[src/hdl/move_list_score_sort_assert.svh]
// Assertion helpers for the sort RTL, used by mlss_core. Expect clk and arst_n in scope.
`ifndef MOVE_LIST_SCORE_SORT_ASSERT_SVH
`define MOVE_LIST_SCORE_SORT_ASSERT_SVH

// cond must hold at every clock edge out of reset
`define MLSS_ASSERT_ALWAYS(lbl, cond, msg) \
	lbl: assert property (@(posedge clk) disable iff (!arst_n) (cond)) else $error(msg);

// ante in one cycle implies cons in the next
`define MLSS_ASSERT_NEXT(lbl, ante, cons, msg) \
	lbl: assert property (@(posedge clk) disable iff (!arst_n) (ante) |=> (cons)) \
		else $error(msg);

`endif

[src/hdl/mlss_pkg.sv]
package mlss_pkg;

	localparam int MAX_MOVES = 64;
	localparam int ADDR_W    = $clog2(MAX_MOVES);
	localparam int CNT_W     = $clog2(MAX_MOVES + 1);

	typedef struct packed {
		logic [5:0]         from_sq;
		logic [5:0]         to_sq;
		logic [15:0]        extra;
		logic signed [15:0] score;
	} record_t;

	typedef struct packed {
		record_t rec;
		logic    last;
		logic    ovf;
	} emit_t;

	// candidate unit control: load a fresh candidate or compare against it
	typedef struct packed {
		logic load;
		logic cmp;
	} cand_ctl_t;

endpackage

[src/hdl/mlss_if.sv]
interface mlss_in_if;
	logic               valid;
	logic               ready;
	logic [5:0]         from_square;
	logic [5:0]         to_square;
	logic [15:0]        extra_bits;
	logic signed [15:0] sort_score;
	logic               last_item;

	modport source (output valid, from_square, to_square, extra_bits, sort_score, last_item,
		input ready);
	modport sink (input valid, from_square, to_square, extra_bits, sort_score, last_item,
		output ready);
endinterface

interface mlss_out_if;
	logic               valid;
	logic               ready;
	logic [5:0]         out_from;
	logic [5:0]         out_to;
	logic [15:0]        out_extra;
	logic signed [15:0] out_score;
	logic               out_last;
	logic               overflow;

	modport source (output valid, out_from, out_to, out_extra, out_score, out_last, overflow,
		input ready);
	modport sink (input valid, out_from, out_to, out_extra, out_score, out_last, overflow,
		output ready);
endinterface

[src/hdl/mlss_cand.sv]
// Candidate register for the current sort position plus the one score comparator.
module mlss_cand import mlss_pkg::*; (
	input  logic      clk,
	input  cand_ctl_t ctl,
	input  record_t   rec,
	output record_t   cand,
	output logic      swap
);

	record_t cand_q;

	assign swap = ctl.cmp && ($signed(cand_q.score) < $signed(rec.score));
	assign cand = cand_q;

	always_ff @(posedge clk) begin
		if (ctl.load || swap) begin
			cand_q <= rec;
		end
	end

endmodule

[src/hdl/mlss_core.sv]
`include "move_list_score_sort_assert.svh"

// Record store and sort sequencer. Position i lives in the candidate register
// while j sweeps the later entries; a swap writes the old candidate back to j.
module mlss_core import mlss_pkg::*; (
	input  logic    clk,
	input  logic    arst_n,
	input  logic    in_valid,
	output logic    in_ready,
	input  record_t in_rec,
	input  logic    in_last,
	output logic    emit_valid,
	output emit_t   emit_item,
	input  logic    emit_ready
);

	localparam logic [1:0] ST_LOAD = 2'd0;
	localparam logic [1:0] ST_SCAN = 2'd1;
	localparam logic [1:0] ST_EMIT = 2'd2;

	logic [1:0]        state_q;
	logic [CNT_W-1:0]  cnt_q;
	logic              drop_q;
	logic [ADDR_W-1:0] i_q;
	logic [CNT_W-1:0]  j_q;
	logic              rdv_s1;
	logic [ADDR_W-1:0] rdidx_s1;

	record_t           mem [MAX_MOVES];
	record_t           rdata_s1;

	logic              accept;
	logic              full;
	logic              issue;
	logic              last_pos;
	logic              push;
	logic              we;
	logic [ADDR_W-1:0] wa;
	record_t           wd;
	cand_ctl_t         ctl;
	record_t           cand;
	logic              swap;

	mlss_cand u_cand (
		.clk  (clk),
		.ctl  (ctl),
		.rec  (rdata_s1),
		.cand (cand),
		.swap (swap)
	);

	always_comb begin
		in_ready   = (state_q == ST_LOAD);
		accept     = in_valid && in_ready;
		full       = (cnt_q == CNT_W'(MAX_MOVES));
		issue      = (state_q == ST_SCAN) && (j_q < cnt_q);
		ctl.load   = rdv_s1 && (rdidx_s1 == i_q);
		ctl.cmp    = rdv_s1 && (rdidx_s1 != i_q);
		last_pos   = ((CNT_W'(i_q) + CNT_W'(1)) == cnt_q);
		emit_valid = (state_q == ST_EMIT);
		emit_item  = '{rec: cand, last: last_pos, ovf: drop_q};
		push       = emit_valid && emit_ready;
		we         = (accept && !full) || swap;
		wa         = swap ? rdidx_s1 : cnt_q[ADDR_W-1:0];
		wd         = swap ? cand : in_rec;
	end

	always_ff @(posedge clk) begin
		if (we) begin
			mem[wa] <= wd;
		end
		rdata_s1 <= mem[j_q[ADDR_W-1:0]];
		rdidx_s1 <= j_q[ADDR_W-1:0];
	end

	always_ff @(posedge clk or negedge arst_n) begin
		if (!arst_n) begin
			state_q <= ST_LOAD;
			cnt_q   <= '0;
			drop_q  <= 1'b0;
			i_q     <= '0;
			j_q     <= '0;
			rdv_s1  <= 1'b0;
		end else begin
			rdv_s1 <= issue;
			unique case (state_q)
				ST_LOAD: begin
					if (accept) begin
						if (!full) begin
							cnt_q <= cnt_q + CNT_W'(1);
						end else begin
							drop_q <= 1'b1;
						end
						if (in_last) begin
							state_q <= ST_SCAN;
							i_q     <= '0;
							j_q     <= '0;
						end
					end
				end
				ST_SCAN: begin
					if (issue) begin
						j_q <= j_q + CNT_W'(1);
					end else if (!rdv_s1) begin
						state_q <= ST_EMIT;
					end
				end
				ST_EMIT: begin
					if (push) begin
						if (last_pos) begin
							cnt_q   <= '0;
							drop_q  <= 1'b0;
							state_q <= ST_LOAD;
						end else begin
							// first read of the next pass returns position i itself
							i_q     <= i_q + ADDR_W'(1);
							j_q     <= CNT_W'(i_q) + CNT_W'(1);
							state_q <= ST_SCAN;
						end
					end
				end
				default: state_q <= ST_LOAD;
			endcase
		end
	end

	`MLSS_ASSERT_ALWAYS(a_cnt_range, cnt_q <= CNT_W'(MAX_MOVES), "record count past capacity")
	`MLSS_ASSERT_ALWAYS(a_rd_window, !rdv_s1 || ((rdidx_s1 >= i_q) && (CNT_W'(rdidx_s1) < cnt_q)), "scan read outside list")
	`MLSS_ASSERT_ALWAYS(a_swap_idx, !swap || (rdidx_s1 != i_q), "swap hit the current position")
	`MLSS_ASSERT_NEXT(a_list_clear, push && last_pos, (cnt_q == '0) && !drop_q, "list not cleared after run")

endmodule

[src/hdl/mlss_out.sv]
// Output register: holds one item so the sequencer can move on while it waits.
module mlss_out import mlss_pkg::*; (
	input  logic  clk,
	input  logic  arst_n,
	input  logic  emit_valid,
	input  emit_t emit_item,
	output logic  emit_ready,
	mlss_out_if.source sorted
);

	emit_t item_q;
	logic  vld_q;

	assign emit_ready = !vld_q || sorted.ready;

	always_ff @(posedge clk) begin
		if (emit_valid && emit_ready) begin
			item_q <= emit_item;
		end
	end

	always_ff @(posedge clk or negedge arst_n) begin
		if (!arst_n) begin
			vld_q <= 1'b0;
		end else if (emit_valid && emit_ready) begin
			vld_q <= 1'b1;
		end else if (sorted.ready) begin
			vld_q <= 1'b0;
		end
	end

	always_comb begin
		sorted.valid     = vld_q;
		sorted.out_from  = item_q.rec.from_sq;
		sorted.out_to    = item_q.rec.to_sq;
		sorted.out_extra = item_q.rec.extra;
		sorted.out_score = item_q.rec.score;
		sorted.out_last  = item_q.last;
		sorted.overflow  = item_q.ovf;
	end

endmodule

[src/hdl/move_list_score_sort.sv]
// channel  dir  fields
// moves    in   from_square, to_square, extra_bits, sort_score, last_item
// sorted   out  out_from, out_to, out_extra, out_score, out_last, overflow
//
// While loading, moves.ready is high and every valid item is taken; items past capacity are dropped.
// After the last item, each sorted position i is found by a scan that reads records
// i to n-1 in turn through the single read port of the record memory, for n records.
// moves.ready is low from the last item until the final record enters the output reg.
// Reset clears state, count, indices and flags only; the record store needs no clearing pass.
// A stall on sorted holds the sequencer at the current position.
module move_list_score_sort import mlss_pkg::*; (
	input  logic clk,
	input  logic arst_n,
	mlss_in_if.sink    moves,
	mlss_out_if.source sorted
);

	record_t in_rec;
	logic    emit_valid;
	emit_t   emit_item;
	logic    emit_ready;
	logic    in_ready;

	assign in_rec = '{
		from_sq: moves.from_square,
		to_sq:   moves.to_square,
		extra:   moves.extra_bits,
		score:   moves.sort_score
	};
	assign moves.ready = in_ready;

	mlss_core u_core (
		.clk        (clk),
		.arst_n     (arst_n),
		.in_valid   (moves.valid),
		.in_ready   (in_ready),
		.in_rec     (in_rec),
		.in_last    (moves.last_item),
		.emit_valid (emit_valid),
		.emit_item  (emit_item),
		.emit_ready (emit_ready)
	);

	mlss_out u_out (
		.clk        (clk),
		.arst_n     (arst_n),
		.emit_valid (emit_valid),
		.emit_item  (emit_item),
		.emit_ready (emit_ready),
		.sorted     (sorted)
	);

endmodule
[src/flat_wrapper.sv]
// flat-port wrapper written by rule: the top's interface ports become plain ports
module move_list_score_sort_flat import mlss_pkg::*;
  (clk, arst_n, moves_valid, moves_from_square, moves_to_square, moves_extra_bits, moves_sort_score, moves_last_item, moves_ready, sorted_valid, sorted_out_from, sorted_out_to, sorted_out_extra, sorted_out_score, sorted_out_last, sorted_overflow, sorted_ready);
  mlss_in_if moves_i ();
  mlss_out_if sorted_i ();
  input  logic clk;
  input  logic arst_n;
  input wire logic [$bits(moves_i.valid)-1:0] moves_valid;
  input wire logic [$bits(moves_i.from_square)-1:0] moves_from_square;
  input wire logic [$bits(moves_i.to_square)-1:0] moves_to_square;
  input wire logic [$bits(moves_i.extra_bits)-1:0] moves_extra_bits;
  input wire logic [$bits(moves_i.sort_score)-1:0] moves_sort_score;
  input wire logic [$bits(moves_i.last_item)-1:0] moves_last_item;
  output wire logic [$bits(moves_i.ready)-1:0] moves_ready;
  output wire logic [$bits(sorted_i.valid)-1:0] sorted_valid;
  output wire logic [$bits(sorted_i.out_from)-1:0] sorted_out_from;
  output wire logic [$bits(sorted_i.out_to)-1:0] sorted_out_to;
  output wire logic [$bits(sorted_i.out_extra)-1:0] sorted_out_extra;
  output wire logic [$bits(sorted_i.out_score)-1:0] sorted_out_score;
  output wire logic [$bits(sorted_i.out_last)-1:0] sorted_out_last;
  output wire logic [$bits(sorted_i.overflow)-1:0] sorted_overflow;
  input wire logic [$bits(sorted_i.ready)-1:0] sorted_ready;
  assign moves_i.valid = moves_valid;
  assign moves_i.from_square = moves_from_square;
  assign moves_i.to_square = moves_to_square;
  assign moves_i.extra_bits = moves_extra_bits;
  assign moves_i.sort_score = moves_sort_score;
  assign moves_i.last_item = moves_last_item;
  assign moves_ready = moves_i.ready;
  assign sorted_valid = sorted_i.valid;
  assign sorted_out_from = sorted_i.out_from;
  assign sorted_out_to = sorted_i.out_to;
  assign sorted_out_extra = sorted_i.out_extra;
  assign sorted_out_score = sorted_i.out_score;
  assign sorted_out_last = sorted_i.out_last;
  assign sorted_overflow = sorted_i.overflow;
  assign sorted_i.ready = sorted_ready;
  move_list_score_sort u_core (.clk(clk), .arst_n(arst_n), .moves(moves_i), .sorted(sorted_i));
endmodule
[config.mk]
export PLATFORM = sky130hd
export DESIGN_NAME = move_list_score_sort_flat
export DESIGN_NICKNAME = d
export VERILOG_FILES = /design/src/hdl/mlss_pkg.sv /design/src/hdl/mlss_if.sv /design/src/hdl/mlss_cand.sv /design/src/hdl/mlss_core.sv /design/src/hdl/mlss_out.sv /design/src/hdl/move_list_score_sort.sv /design/src/flat_wrapper.sv
export VERILOG_INCLUDE_DIRS = /design/src /design/src/hdl
export SDC_FILE = /design/constraint.sdc
export NUM_CORES = 2
export LEC_CHECK = 0
export ABC_CLOCK_PERIOD_IN_PS = 9000
export BUFFER_PORTS_ARGS = -buffer_cell sky130_fd_sc_hd__buf_2
export CAP_MARGIN = 20
export CORE_MARGIN = 8
export CORE_UTILIZATION = 48
export DETAILED_ROUTE_END_ITERATION = 10
export PLACE_DENSITY_LB_ADDON = 0.1
export SLEW_MARGIN = 0
export SYNTH_ARGS = -nofsm -noshare
export SYNTH_HDL_FRONTEND = slang
export SYNTH_HIERARCHICAL = 1
export SYNTH_SLANG_ARGS = --single-unit
[constraint.sdc]
create_clock -name clk -period 9 [get_ports clk]
set_clock_uncertainty 0.15 [all_clocks]
set_input_delay 0.9 -clock clk [delete_from_list [all_inputs] [get_ports clk]]
set_output_delay 0.9 -clock clk [all_outputs]
set_load 0.01 [all_outputs]
==> flow_summary.yaml <==
yosys:
  yosysUniqueCellTypes: 66
  ys_seq_elements: 2981
  synth_edf_count: 2906
  yosys.area.top_type: "edfxtp_1"
  yosysWarnings: 6
  synth.net_count: 4890
  synthMostInstantiatedCell: "edfxtp_1"
  syn_area_per_cell_um2: 23.6
  yosysSeqAreaShare_pct: 78.2
  synth_area_mm2: 0.114
  synth_top_cell_area_share_pct: 76.8
  synth_cells: 4812
  synthArstFlopShare_pct: 0.839
  synthFlopType: "edfxtp_1"
  yosys-top-cells-count: "2906 x edfxtp_1, 831 x mux4_2, 127 x nand2_1"
  synth_area_leaders: "edfxtp_1 77%, mux4_2 16%, dfxtp_1 0.88%, mux2i_1 0.59%, dfrtp_1 0.55%"
clock_tree:
  cts_setup_buffers: 0
  cts-root-buf: "clkbuf_16"
  cts_max_level: 5
  tritoncts: "built"
  clk_pin_slew_ns: 0.06
  clock_path_buffers: 4
  cts_sinks: 2981
  cts_resized: 0
  clock_latency_ns: 0.93
  cts_made_buffers: 323
timing:
  max_clock_freq_mhz: 183
  post-route-period-util_pct: 60.8
  setup_viol: 0
  rsz0062_at_grt: "false"
  finalCriticalPeriod_ns: 5.47
  hold_slack_ns: 0.172
  worstMarginPinSlew_ns: 1.09
  slew_headroom_pct: 26.1
  setup_tns_ns: 0
  fin_ws_ns: 3.53
  maxSlewViolCount: 0
  hold_viol: 0
floorplan:
  start_util_pct: 48.3
  rows: 178
  die_area_mm2: 0.253
  coreArea_mm2: 0.235
  die_y_um: 503
  die_w_um: 503
  io_pins: 97
global_route:
  gr-total-overflow: 0
  gr-usage-all-layers_pct: 24.9
  grt_pass1_wl_mm: 440
  grt_pass1_vias: 53600
  grt_max_degree: 90
  grt_antenna_before_repair: 25
power:
  p_comb_share_pct: 0.7
  peakVddDrop_uv: 172
  totalPowerFinal_mw: 27.9
  p_leak_nw: 40.3
  seqPwrFrac_pct: 54.3
  swShare_pct: 19.4
  p_sw_mw: 5.39
  power_density_mw_per_mm2: 216
  p_clk_share_pct: 45.0
  intPower_mw: 22.5
worst_setup_path:
  cp_data_required_time_ns: 9.39
  crit_arrival_ns: 5.87
  start_kind: "flop"
  crit_fanout: 34
  cp-end-kind: "flop"
  crit_type: "reg2reg"
cells_and_area:
  fillers: 17700
  multi_input_area_mm2: 0.0241
  syn2layout_area_growth_pct: 13.4
  final_util_pct: 54.7
  regArea_mm2: 0.0889
  drive_above_1_share_pct: 30.7
  nets: 5222
place:
  port_buffers: 96
  globalplace.congestion: 0.835
  place_hpwl_mm: 188
  post-place-ws_ns: 3.57
drt:
  remaining_drc_errors: 0
  via_per_inst: 6.29
  wl_per_cell_um: 37.1
  ant_nets: 0
  dr.pass1.iters: 6
  dr.first_iter.drc_count: 6999
  totalWireLength_mm: 317
  vias: 53700
run_status:
  status: "finished, final reports clean"
min_path:
  hp-class: "in2reg"
flow_run:
  cap_violations: 0
[layer usage]
metal	track usage (%)	share of wire [%]
met5	0	0.0028
met4	7.87	3.5
met3	3.72	7.2
met2	40.3	49
met1	35.6	41
[state kept, by name, indices dropped and copies added (netlist names), 7 cells and up]
signal                         count
u_core/u_out/sorted.out_score     16
u_core/u_core/mem               2816
u_core/u_core/cnt_q                7
u_core/u_core/u_cand/cand         44
u_core/u_out/sorted.out_extra     16
u_core/u_core/j_q                  7
u_core/u_core/rdata_s1            44
[metrics by stage]
step | cell area, um^2 | std cells
6_report | 129000 | 8540
5_1_grt | 129000 | 8533
4_1_cts | 129000 | 8529
3_5_place_dp | 119000 | 7968
3_3_place_gp | 119000 | 7968
2_1_floorplan | 114000 | 4812
[worst max-delay path: stages (launching register included)]
cell       delay (ns)
edfxtp_1         0.41
ha_1             0.35
nand4_1          0.14
or3_1            0.45
a2111oi_2        0.27
or3_1            0.21
a31o_4           0.54
nand2_1          0.19
o32ai_1          0.21
nand2_1          0.55
nor2_4           0.93
buf_4            0.59
[kinds of logic (layout without fill, tap and decap cells)]
kind of cell | after synthesis | in the layout | synth area share [%]
flip-flops | 2981 | 2981 | 78.2
XOR/XNOR | 16 | 16 | 0.135
adder cells (fa/ha/maj) | 29 | 29 | 0.319
AO/OA/AOI/OAI | 234 | 234 | 1.46
buffers and inverters | 291 | 858 | 1.10
other | 0 | 11 | 0
multiplexers | 949 | 949 | 17.6
AND/OR/NAND/NOR | 312 | 312 | 1.23
[final cells by class]
| class | instances | share of cell area (%) |
|---|---|---|
| tap | 3150 | 3.06 |
| clock buffer | 408 | 6.71 |
| timing repair buffer | 262 | 1.44 |
| multi-input combinational | 1540 | 18.7 |
| inverter | 36 | 0.107 |
| clock inverter | 152 | 0.947 |
| antenna | 11 | 0.0214 |
| sequential | 2981 | 69.0 |
[power groups by stage]
stage / Combinational [mW] / Sequential [mW] / Clock, mW
2_1_floorplan: 0.0712 / 15.4 / 0
3_3_place_gp: 0.189 / 15.4 / 0
3_5_place_dp: 0.196 / 15.4 / 0
4_1_cts: 0.195 / 15.1 / 12.8
5_1_grt: 0.204 / 15.1 / 13.2
6_report: 0.192 / 15.1 / 12.5
[worst paths after layout]
| check | from | to | slack, ns | cells after the start |
|---|---|---|---|---|
| max in group asynchronous | arst_n | u_core/u_core/j_q[0] | 7.69 | 2 |
| min in group asynchronous | arst_n | u_core/u_out/sorted.valid | 0.43 | 2 |
| min | sorted_ready | u_core/u_out/sorted.valid | 0.17 | 3 |
| max | u_core/u_core/u_cand/cand[15] | u_core/u_core/mem[25][42] | 3.53 | 11 |
| max reg2reg | u_core/u_core/u_cand/cand[15] | u_core/u_core/mem[25][42] | 3.53 | 11 |
| min reg2reg | u_core/u_core/rdata_s1[38] | u_core/u_core/u_cand/cand[38] | 0.22 | 0 |
[timing repair]
item	4_1_cts	5_1_grt
hold buffers	1	0
setup endpoints to repair	0	0
hold endpoints to repair	25	0
[cells in the final DEF, fill, tap and decap left out, types with 12 or more instances in the layout]
| master | count |
|---|---|
| o22ai_1 | 19 |
| nand3_1 | 18 |
| mux2i_1 | 67 |
| clkbuf_16 | 329 |
| nor2_1 | 31 |
| dfxtp_1 | 50 |
| mux2_4 | 13 |
| nor2_4 | 65 |
| o21ai_0 | 14 |
| buf_4 | 155 |
| clkinv_2 | 42 |
| mux2_2 | 38 |
| a21oi_1 | 48 |
| inv_1 | 32 |
| edfxtp_1 | 2906 |
| dfrtp_1 | 19 |
| mux4_2 | 831 |
| clkbuf_1 | 67 |
| buf_2 | 96 |
| ha_1 | 29 |
| bufinv_16 | 19 |
| a22oi_1 | 53 |
| clkbuf_8 | 12 |
| nand2b_1 | 14 |
| clkinv_1 | 77 |
| nand2_1 | 127 |
No activity file was read; power rests on OpenSTA's default activity.
